$ cat config.mk
export PLATFORM = sky130hd
export DESIGN_NAME = rotary_encoder_button_events
export DESIGN_NICKNAME = d
export VERILOG_FILES = /design/src/hdl/reb_pkg.sv /design/src/hdl/rotary_encoder_button_events.sv /design/src/hdl/reb_encoder.sv /design/src/hdl/reb_button.sv
export SDC_FILE = /design/constraint.sdc
export NUM_CORES = 1
export LEC_CHECK = 0
export ABC_AREA = 1
export BUFFER_PORTS_ARGS = -buffer_cell sky130_fd_sc_hd__buf_2
export CORE_MARGIN = 2
export CORE_UTILIZATION = 40
export DETAILED_ROUTE_END_ITERATION = 8
export REMOVE_ABC_BUFFERS = 1
export SYNTH_ARGS = -nofsm -noshare
export SYNTH_HDL_FRONTEND = slang
export SYNTH_SLANG_ARGS = --single-unit
$ cat constraint.sdc
create_clock -name i_clk -period 3 [get_ports i_clk]
set_input_delay 0.45 -clock i_clk [delete_from_list [all_inputs] [get_ports i_clk]]
set_output_delay 0.45 -clock i_clk [all_outputs]
set_load 0.005 [all_outputs]
$ cat src/hdl/reb_pkg.sv
package reb_pkg;

    // Field widths
    localparam int unsigned PH_W    = 2;
    localparam int unsigned EV_W    = 6;
    localparam int unsigned DB_W    = 8;
    localparam int unsigned HOLD_W  = 16;
    localparam int unsigned CFG_W   = 16;

    // Phase codes
    localparam logic [PH_W-1:0] PH_IDLE  = 2'h3;
    localparam logic [PH_W-1:0] PH_ERROR = 2'h0;

    // Event bits
    localparam int unsigned HOLD_SHIFT = 2;
    localparam logic [EV_W-1:0] EV_CLICK = 6'h10;
    localparam logic [EV_W-1:0] EV_LONG  = 6'h20;

    // Register indexes
    localparam logic CFG_DEBOUNCE = 1'b0;
    localparam logic CFG_HOLD     = 1'b1;

    // Reset values of the registers
    localparam logic [DB_W-1:0]   DEBOUNCE_RST = 8'd5;
    localparam logic [HOLD_W-1:0] HOLD_RST     = 16'd100;

    // Button machine
    typedef enum logic [2:0] {
        MODE_WAIT     = 3'd0,
        MODE_DEBOUNCE = 3'd1,
        MODE_TIMING   = 3'd2,
        MODE_TURNED   = 3'd3,
        MODE_LONG     = 3'd4
    } t_mode;

    // Encoder decode result handed to the top level and the button logic
    typedef struct packed {
        logic            seen_idle;
        logic            turned;
        logic [EV_W-1:0] events;
    } t_enc_out;

endpackage

$ cat src/hdl/rotary_encoder_button_events.sv
// Rotary encoder and push button event block.
// Requests pass from the input register to the result register, which drives o_valid.
// Throughput: one request per cycle unless i_stall holds a valid result.
// Reset: synchronous active-low; clears pending flags, modes and valids, reloads counters with
// register reset values (debounce 5, hold 100). No clearing pass.
module rotary_encoder_button_events
    import reb_pkg::*;
(
    input  logic              i_clk,
    input  logic              i_rst_n,
    input  logic              i_valid,
    output logic              o_stall,
    input  logic [PH_W-1:0]   i_enc_phases,
    input  logic              i_button_pressed,
    input  logic [EV_W-1:0]   i_ack_mask,
    output logic              o_valid,
    input  logic              i_stall,
    output logic [EV_W-1:0]   o_event_flags,
    input  logic              i_cfg_we,
    input  logic              i_cfg_index,
    input  logic [CFG_W-1:0]  i_cfg_data
);

    logic              r_in_valid;
    logic [PH_W-1:0]   r_phases;
    logic              r_button;
    logic [EV_W-1:0]   r_ack;
    logic              r_out_valid;
    logic [EV_W-1:0]   r_flags;

    logic [DB_W-1:0]   r_db_ticks;
    logic [HOLD_W-1:0] r_hold_ticks;

    logic              r_seen_idle;
    t_mode             r_mode;
    logic [DB_W-1:0]   r_db_count;
    logic [HOLD_W-1:0] r_hold_count;
    logic [EV_W-1:0]   r_pending;

    t_enc_out          enc;
    t_mode             n_mode;
    logic [DB_W-1:0]   n_db_count;
    logic [HOLD_W-1:0] n_hold_count;
    logic [EV_W-1:0]   btn_events;
    logic [EV_W-1:0]   n_flags;
    logic              advance;
    logic              in_take;

    // Move a request on when the result register is free or being taken
    assign advance = r_in_valid && (!r_out_valid || !i_stall);
    assign o_stall = r_in_valid && !advance;
    assign in_take = i_valid && !o_stall;

    reb_encoder u_encoder (
        .i_seen_idle (r_seen_idle),
        .i_phases    (r_phases),
        .i_button    (r_button),
        .o_enc       (enc)
    );

    reb_button u_button (
        .i_mode       (r_mode),
        .i_turned     (enc.turned),
        .i_button     (r_button),
        .i_db_count   (r_db_count),
        .i_hold_count (r_hold_count),
        .i_db_ticks   (r_db_ticks),
        .i_hold_ticks (r_hold_ticks),
        .o_mode       (n_mode),
        .o_db_count   (n_db_count),
        .o_hold_count (n_hold_count),
        .o_events     (btn_events)
    );

    assign n_flags = r_pending | enc.events | btn_events;

    // Configuration registers
    always_ff @(posedge i_clk) begin
        if (!i_rst_n) begin
            r_db_ticks   <= DEBOUNCE_RST;
            r_hold_ticks <= HOLD_RST;
        end else if (i_cfg_we) begin
            case (i_cfg_index)
                CFG_DEBOUNCE: r_db_ticks   <= i_cfg_data[DB_W-1:0];
                CFG_HOLD:     r_hold_ticks <= i_cfg_data[HOLD_W-1:0];
                default:      r_db_ticks   <= r_db_ticks;
            endcase
        end
    end

    // Input register
    always_ff @(posedge i_clk) begin
        if (!i_rst_n) begin
            r_in_valid <= 1'b0;
        end else if (in_take) begin
            r_in_valid <= 1'b1;
        end else if (advance) begin
            r_in_valid <= 1'b0;
        end
    end

    always_ff @(posedge i_clk) begin
        if (in_take) begin
            r_phases <= i_enc_phases;
            r_button <= i_button_pressed;
            r_ack    <= i_ack_mask;
        end
    end

    // Block state: advance once per processed request
    always_ff @(posedge i_clk) begin
        if (!i_rst_n) begin
            r_seen_idle  <= 1'b0;
            r_mode       <= MODE_WAIT;
            r_db_count   <= DEBOUNCE_RST;
            r_hold_count <= HOLD_RST;
            r_pending    <= '0;
        end else if (advance) begin
            r_seen_idle  <= enc.seen_idle;
            r_mode       <= n_mode;
            r_db_count   <= n_db_count;
            r_hold_count <= n_hold_count;
            r_pending    <= n_flags & ~r_ack;
        end
    end

    // Result register
    always_ff @(posedge i_clk) begin
        if (!i_rst_n) begin
            r_out_valid <= 1'b0;
        end else if (advance) begin
            r_out_valid <= 1'b1;
        end else if (!i_stall) begin
            r_out_valid <= 1'b0;
        end
    end

    always_ff @(posedge i_clk) begin
        if (advance) begin
            r_flags <= n_flags;
        end
    end

    assign o_valid       = r_out_valid;
    assign o_event_flags = r_flags;

endmodule

$ cat src/hdl/reb_encoder.sv
module reb_encoder
    import reb_pkg::*;
(
    input  logic            i_seen_idle,
    input  logic [PH_W-1:0] i_phases,
    input  logic            i_button,
    output t_enc_out        o_enc
);

    // Arm on idle, then latch a turn on the next non-idle reading unless it is an error
    always_comb begin
        o_enc.seen_idle = i_seen_idle;
        o_enc.turned    = 1'b0;
        o_enc.events    = '0;
        if (!i_seen_idle) begin
            if (i_phases == PH_IDLE) begin
                o_enc.seen_idle = 1'b1;
            end
        end else if (i_phases != PH_IDLE) begin
            o_enc.seen_idle = 1'b0;
            if (i_phases != PH_ERROR) begin
                if (i_button) begin
                    o_enc.events = EV_W'({{(EV_W-PH_W){1'b0}}, i_phases} << HOLD_SHIFT);
                    o_enc.turned = 1'b1;
                end else begin
                    o_enc.events = {{(EV_W-PH_W){1'b0}}, i_phases};
                end
            end
        end
    end

endmodule

$ cat src/hdl/reb_button.sv
module reb_button
    import reb_pkg::*;
(
    input  t_mode             i_mode,
    input  logic              i_turned,
    input  logic              i_button,
    input  logic [DB_W-1:0]   i_db_count,
    input  logic [HOLD_W-1:0] i_hold_count,
    input  logic [DB_W-1:0]   i_db_ticks,
    input  logic [HOLD_W-1:0] i_hold_ticks,
    output t_mode             o_mode,
    output logic [DB_W-1:0]   o_db_count,
    output logic [HOLD_W-1:0] o_hold_count,
    output logic [EV_W-1:0]   o_events
);

    // Walk the button machine through one tick
    always_comb begin
        t_mode             m;
        logic [DB_W-1:0]   dc;
        logic [HOLD_W-1:0] hc;
        logic [EV_W-1:0]   ev;
        m  = i_turned ? MODE_TURNED : i_mode;
        dc = i_db_count;
        hc = i_hold_count;
        ev = '0;

        // start debounce on press
        if (m == MODE_WAIT && i_button) begin
            m = MODE_DEBOUNCE;
        end

        // count down debounce; timing may start this same tick
        if (m == MODE_DEBOUNCE) begin
            dc = dc - DB_W'(1);
            if (dc == '0) begin
                dc = i_db_ticks;
                m  = i_button ? MODE_TIMING : MODE_WAIT;
            end
        end

        // time the hold: click on release, long hold on timeout
        if (m == MODE_TIMING) begin
            if (!i_button) begin
                ev = ev | EV_CLICK;
                hc = i_hold_ticks;
                m  = MODE_WAIT;
            end else begin
                hc = hc - HOLD_W'(1);
                if (hc == '0) begin
                    ev = ev | EV_LONG;
                    hc = i_hold_ticks;
                    m  = MODE_LONG;
                end
            end
        end

        // drop back to waiting on release after turn or long hold
        if (!i_button && (m == MODE_TURNED || m == MODE_LONG)) begin
            m = MODE_WAIT;
        end

        o_mode       = m;
        o_db_count   = dc;
        o_hold_count = hc;
        o_events     = ev;
    end

endmodule

* Word level (Yosys, flattened, before mapping)
Cells that the tools add are included.
** Word-level totals
- Bits in latches :: 0
- Bits in writable memories :: 0
- Bits in registers :: 75
- Logic and storage cells :: 74
- Memories kept :: 0
- ROM bits :: 0
- Input bits :: 31
- Output and inout port bits :: 8
** Operators by class
- Shifts and indexed selects :: 0
- $lt $le $gt $ge :: 0
- Equal/unequal tests :: 7
- Reductions and logical operators :: 21
- Divide/modulo/power cells :: 0
- Bitwise operators :: 5
- Add/subtract/negate cells :: 2
- Multiply operators :: 0
- Multiplexer cells :: 26
** Operator list (number)
- two-way mux 16 bit :: 2
- two-way mux 3 bit :: 8
- two-way mux 6 bit :: 3
- zero test 16 bit :: 1
- two-way mux 8 bit :: 2
- subtractor 16 x 1 -> 16 bit, second input constant :: 1
- two-way mux 7 bit :: 2
- OR 6 bit :: 2
- zero test 8 bit :: 1
- AND reduction 2 bit :: 4
- subtractor 8 x 1 -> 8 bit, second input constant :: 1
- two-way mux 1 bit :: 7
- bitwise AND 6 bit :: 1
- == test 3 x 2 -> 1 bit, second input constant :: 2
- inverter 6 bit :: 1
- logical AND 1 bit :: 5
- zero test 1 bit :: 5
- two-way mux 4 bit :: 1
- nonzero test 2 bit :: 2
- == test 3 x 1 -> 1 bit, second input constant :: 1
- == test 3 bit, second input constant :: 1
- zero test 3 bit :: 1
- == test 2 bit, second input constant :: 1
- logical OR 1 bit :: 2
- other kinds (4) :: 4

* Longest topological paths before layout
- Depth after elaboration :: 17
- Mapped depth :: 20
- Mapped depth without buffers :: 20

* Cells and area by module
A second synthesis with hierarchy kept.
** Second synthesis, totals
- Cells, all modules :: 618
- Area total of the unflattened synthesis :: 4204.0 µm²
** Modules (own cells, without submodules)
- rotary_encoder_button_events :: cells an instance 315, sequential area each 1651.6 µm², instances 1, area an instance 2727.6 µm²
- reb_button :: cells an instance 283, sequential area each 0.0 µm², instances 1, area an instance 1388.8 µm²
- reb_encoder :: cells an instance 20, sequential area each 0.0 µm², instances 1, area an instance 87.6 µm²

* Worst setup path before layout
Ideal clock, no wire load.
- Path kind :: register to register
- Start :: register r_db_count[0]
- End :: register r_mode[2]
- Data required time :: 2863 ps
- Arrival time :: 1938 ps
- Setup time :: 137 ps
- Period minus slack after synthesis :: 2075 ps
- Stages on the path, launching flop included :: 19
- Path slack :: 925 ps
- Buffers on the path :: 0
- Path through :: dfxtp_1 inv_1 ha_1 inv_1 nor2_1 nand3_1 xor2_1 nor2_1 nand2_2 nor2_1 nor2_1 nor2_2 nand2_2 nand3_1 nand2_1 inv_1 nand2_2 nand2_1 a21oi_1
** Between the ends
- Word-level cells in the longest chain between the ends :: 11
- Elaborated cells between the ends (all ways) :: 13
- Classes of those cells :: 1 x add/sub; 3 x eq/ne; 6 x mux; 3 x reduce/logical
** RTL lines
- start: declaration :: line rotary_encoder_button_events.sv:36 : logic [DB_W-1:0] r_db_count;
- start signal: assignment :: line rotary_encoder_button_events.sv:121 : r_db_count <= n_db_count;
- subtractor 8 x 1 -> 8 bit * :: line reb_button.sv:35 : dc = dc - DB_W'(1);
- zero test 8 bit * :: line reb_button.sv:36 : if (dc == '0) begin
- two-way mux 3 bit * :: line reb_button.sv:36
- two-way mux 3 bit * :: line reb_button.sv:34 : if (m == MODE_DEBOUNCE) begin
- two-way mux 3 bit :: line reb_button.sv:50 : if (hc == '0) begin
- two-way mux 3 bit :: line reb_button.sv:44 : if (!i_button) begin
- two-way mux 3 bit * :: line reb_button.sv:43 : if (m == MODE_TIMING) begin
- == test 3 x 2 -> 1 bit or == test 3 bit (tied branches) :: line reb_button.sv:59 : if (!i_button && (m == MODE_TURNED || m == MODE_LONG)) begin
- logical OR 1 bit :: line reb_button.sv:59
- logical AND 1 bit :: line reb_button.sv:59
- two-way mux 3 bit * :: line reb_button.sv:59
- end signal: assignment :: line rotary_encoder_button_events.sv:120 : r_mode <= n_mode;
- end: declaration :: line rotary_encoder_button_events.sv:35 : t_mode r_mode;
Every way passes the cells marked *; elsewhere a longest branch is shown, timed or not.
A chain may end at the register's enable or synchronous reset.

* Worst setup path in the final report
- Start :: register r_hold_count[0]
- End :: register r_mode[0]
** Between the ends
- Word-level cells in the longest chain between the ends :: 9
- Elaborated cells between the ends (all ways) :: 10
- Classes of those cells :: 1 x add/sub; 2 x eq/ne; 4 x mux; 3 x reduce/logical
** RTL lines
- start: declaration :: line rotary_encoder_button_events.sv:37 : logic [HOLD_W-1:0] r_hold_count;
- start signal: assignment :: line rotary_encoder_button_events.sv:122 : r_hold_count <= n_hold_count;
- subtractor 16 x 1 -> 16 bit * :: line reb_button.sv:49 : hc = hc - HOLD_W'(1);
- zero test 16 bit * :: line reb_button.sv:50
- two-way mux 3 bit * :: line reb_button.sv:50
- two-way mux 3 bit * :: line reb_button.sv:44
- two-way mux 3 bit * :: line reb_button.sv:43
- == test 3 x 2 -> 1 bit or == test 3 bit (tied branches) :: line reb_button.sv:59
- logical OR 1 bit :: line reb_button.sv:59
- logical AND 1 bit :: line reb_button.sv:59
- two-way mux 3 bit * :: line reb_button.sv:59
Marks and branches as above.

==> impl_metrics.env <==
export IMPL_finalPower_mw=2.22
export IMPL_vdd_drop_max_mv=0.230
export IMPL_die_h_um=100
export IMPL_power_density_nw_per_um2=524
export IMPL_period_share_pct=85.5
export IMPL_setup_violations=0
export IMPL_worstHoldPathType="input pin to flip-flop"
export IMPL_grt_pass1_vias=3034
export IMPL_seq_area_frac_synth_pct=44.4
export IMPL_skew_ps=10.7
export IMPL_dieArea_um2=10100
export IMPL_ys_ff_latch=75
export IMPL_p_leak_nw=1.87
export IMPL_worstPathArrival_ps=2780
export IMPL_grt_overflow_total=0
export IMPL_synthTopCellsByArea="dfxtp_1 32%, edfxtp_1 12%, nand2_1 11%, nor2_1 9.1%, inv_1 5.4%"
export IMPL_drive_gt1_share_pct=16.1
export IMPL_coreArea_um2=9110
export IMPL_insertion_delay_ps=360
export IMPL_synth_distinct_cells=42
export IMPL_synthTopCellsByCount="108 x nand2_1, 90 x nor2_1, 60 x dfxtp_1"
export IMPL_ctsHoldBuffers=0
export IMPL_synth_warnings=0
export IMPL_antenna_cells=0
export IMPL_gp_congestion=0.899
export IMPL_synth_largest_area_cell="dfxtp_1"
export IMPL_worst_slew_pin_transition_ps=610
export IMPL_fin_crit_ps=2560
export IMPL_ys_flop_type="dfxtp_1"
export IMPL_rsz0062_at_grt="false"
export IMPL_post_cts_buffers=0
export IMPL_hpwlAfterDp_um=6020
export IMPL_drt_vias_per_instance=4.88
export IMPL_avgSynthCellArea_um2=7.35
export IMPL_final_nets=582
export IMPL_cts_resized=0
export IMPL_grt_usage_pct=17.6
export IMPL_cts_root_buf="clkbuf_8"
export IMPL_htree_levels=3
export IMPL_antenna_found_initial=0
export IMPL_clk_pin_slew_worst_paths_ps=90
export IMPL_outcome="completed"
export IMPL_start_kind="flip-flop"
export IMPL_grt_pass1_wl_um=14100
export IMPL_utilization_pct=46.5
export IMPL_grt_max_degree=47
export IMPL_crit_required_ps=3210
export IMPL_cts_buffers=9
export IMPL_routed_wl_um=8340
export IMPL_syn_cell_area_um2=3720
export IMPL_dp_cells=647
export IMPL_ant_nets=0
export IMPL_yosysMostFrequentCell="nand2_1"
export IMPL_die_w_um=100
export IMPL_synthArstFlopShare_pct=0
export IMPL_io_pins=39
export IMPL_path_max_fanout=12
export IMPL_clock_fmax_mhz=390
export IMPL_fin_setup_tns_ps=0
export IMPL_cts_max_path_buffers=2
export IMPL_drt_iter0_drc=116
export IMPL_clock_sinks=75
export IMPL_area_growth_pct=13.8
export IMPL_final_hold_viol_count=0
export IMPL_drv_slew=0
export IMPL_wl_per_cell_um=12.6
export IMPL_cap_violations=0
export IMPL_cp_end_kind="flip-flop"
export IMPL_slew_headroom_pct=59.3
export IMPL_portBuffers=38
export IMPL_start_util_pct=40.8
export IMPL_netlist_area_leader_share_pct=32.3
export IMPL_tritoncts="yes"
export IMPL_synthCells=506
export IMPL_synth_edf_count=15
export IMPL_crit_type="flip-flop to flip-flop"
export IMPL_num_rows=35
export IMPL_num_vias=3234
export IMPL_finalNonFillerCells=663
export IMPL_drc=0
export IMPL_drt_first_pass_iters=4
[area by class of cell]
cell class	instances	area, µm²
Clock buffer	9	124
Tap cell	111	139
Fill cell	932	4880
Sequential cell	75	1650
Clock inverter	7	98.8
Inverter	56	213
Timing Repair Buffer	45	243
Multi-Input combinational cell	360	1760
[flip-flops by register name, summed over array words and instances, names as in the netlist, 2 cells and up]
signal	count
r_phases	2
o_event_flags	6
r_db_count	8
r_hold_ticks	16
r_db_ticks	8
r_ack	6
r_hold_count	16
r_pending	6
r_mode	3
[per-layer routing]
layer  vias up  part of all wire [%]  global-route usage, %
met5         -                     0                      0
met4         0                   1.1                   5.27
met3         7                   2.4                   4.53
met2        32                    49                   30.2
met1      1462                    47                   21.8
li1       1733                     -                      -
[where the power goes]
group          switching [mW]  internal [mW]  total (mW)  leakage, nW
registers              0.0290           1.08        1.11        0.636
logic                   0.144         0.0814       0.226         1.13
clock network           0.412          0.475       0.886        0.112
[worst max-delay path, stage by stage, from the launching register on]
cell     delay (ps)
dfxtp_1         420
inv_1           120
ha_1            250
nand2_1         100
nor2_1           70
nand2_1         120
nand2_1         100
nor2_1          130
nand2_1          60
nor2_1          100
nand3_1         140
o21ai_2         160
buf_4           220
nand2_1          60
nand2_1          70
nand2_1          50
nand2_1          70
nand2_2          80
nand2_1          60
a21oi_1          50
[layout by cell type (no fill, tap or decap), types with 3 or more instances in the layout]
cell,netlist,routed
nand2_1,108,108
nor2_1,90,90
dfxtp_1,60,60
inv_1,53,53
buf_2,0,38
o21ai_0,35,35
a21oi_1,33,33
nand3_1,22,22
edfxtp_1,15,15
o21ai_1,13,13
clkbuf_8,0,9
buf_4,1,7
nand2_2,6,6
nor2_2,6,6
a31oi_1,6,6
ha_1,4,4
xor2_1,3,3
nand3b_1,3,3
nor3_1,3,3
o211ai_1,3,3
a211oi_2,3,3
[through the flow]
stage | hold WS, ps | instance area [µm²] | worst slack [ps]
2_1_floorplan | 420 | 3630 | 304
3_3_place_gp | 441 | 4010 | 470
3_5_place_dp | 438 | 4010 | 487
4_1_cts | 247 | 4230 | 467
5_1_grt | 240 | 4230 | 98.6
6_report | 264 | 4230 | 436
[logic make-up (layout without fill, tap and decap cells)]
kind of cell	after synthesis	in the layout	synth area share, %
flip-flops	75	75	44.4
AO/OA/AOI/OAI	106	106	17.1
buffers and inverters	71	117	8.15
adder cells (fa/ha/maj)	4	4	1.35
AND/OR/NAND/NOR	246	246	28.0
XOR/XNOR	4	4	0.943
[worst paths after layout]
| check | from | endpoint | slack (ps) | depth (start not counted) |
|---|---|---|---|---|
| worst max-delay path | r_hold_count[0]$_SDFFE_PN0P_ | r_mode[0]$_SDFFE_PN0P_ | 440 | 19 |
| worst min register to register | r_ack[0]$_DFFE_PP_ | r_pending[0]$_SDFFE_PN0P_ | 450 | 1 |
| worst max register to register | r_hold_count[0]$_SDFFE_PN0P_ | r_mode[0]$_SDFFE_PN0P_ | 440 | 19 |
| worst min-delay path | i_enc_phases[0] | r_phases[0]$_DFFE_PP_ | 260 | 1 |
No activity file was read; power rests on OpenSTA's default activity.
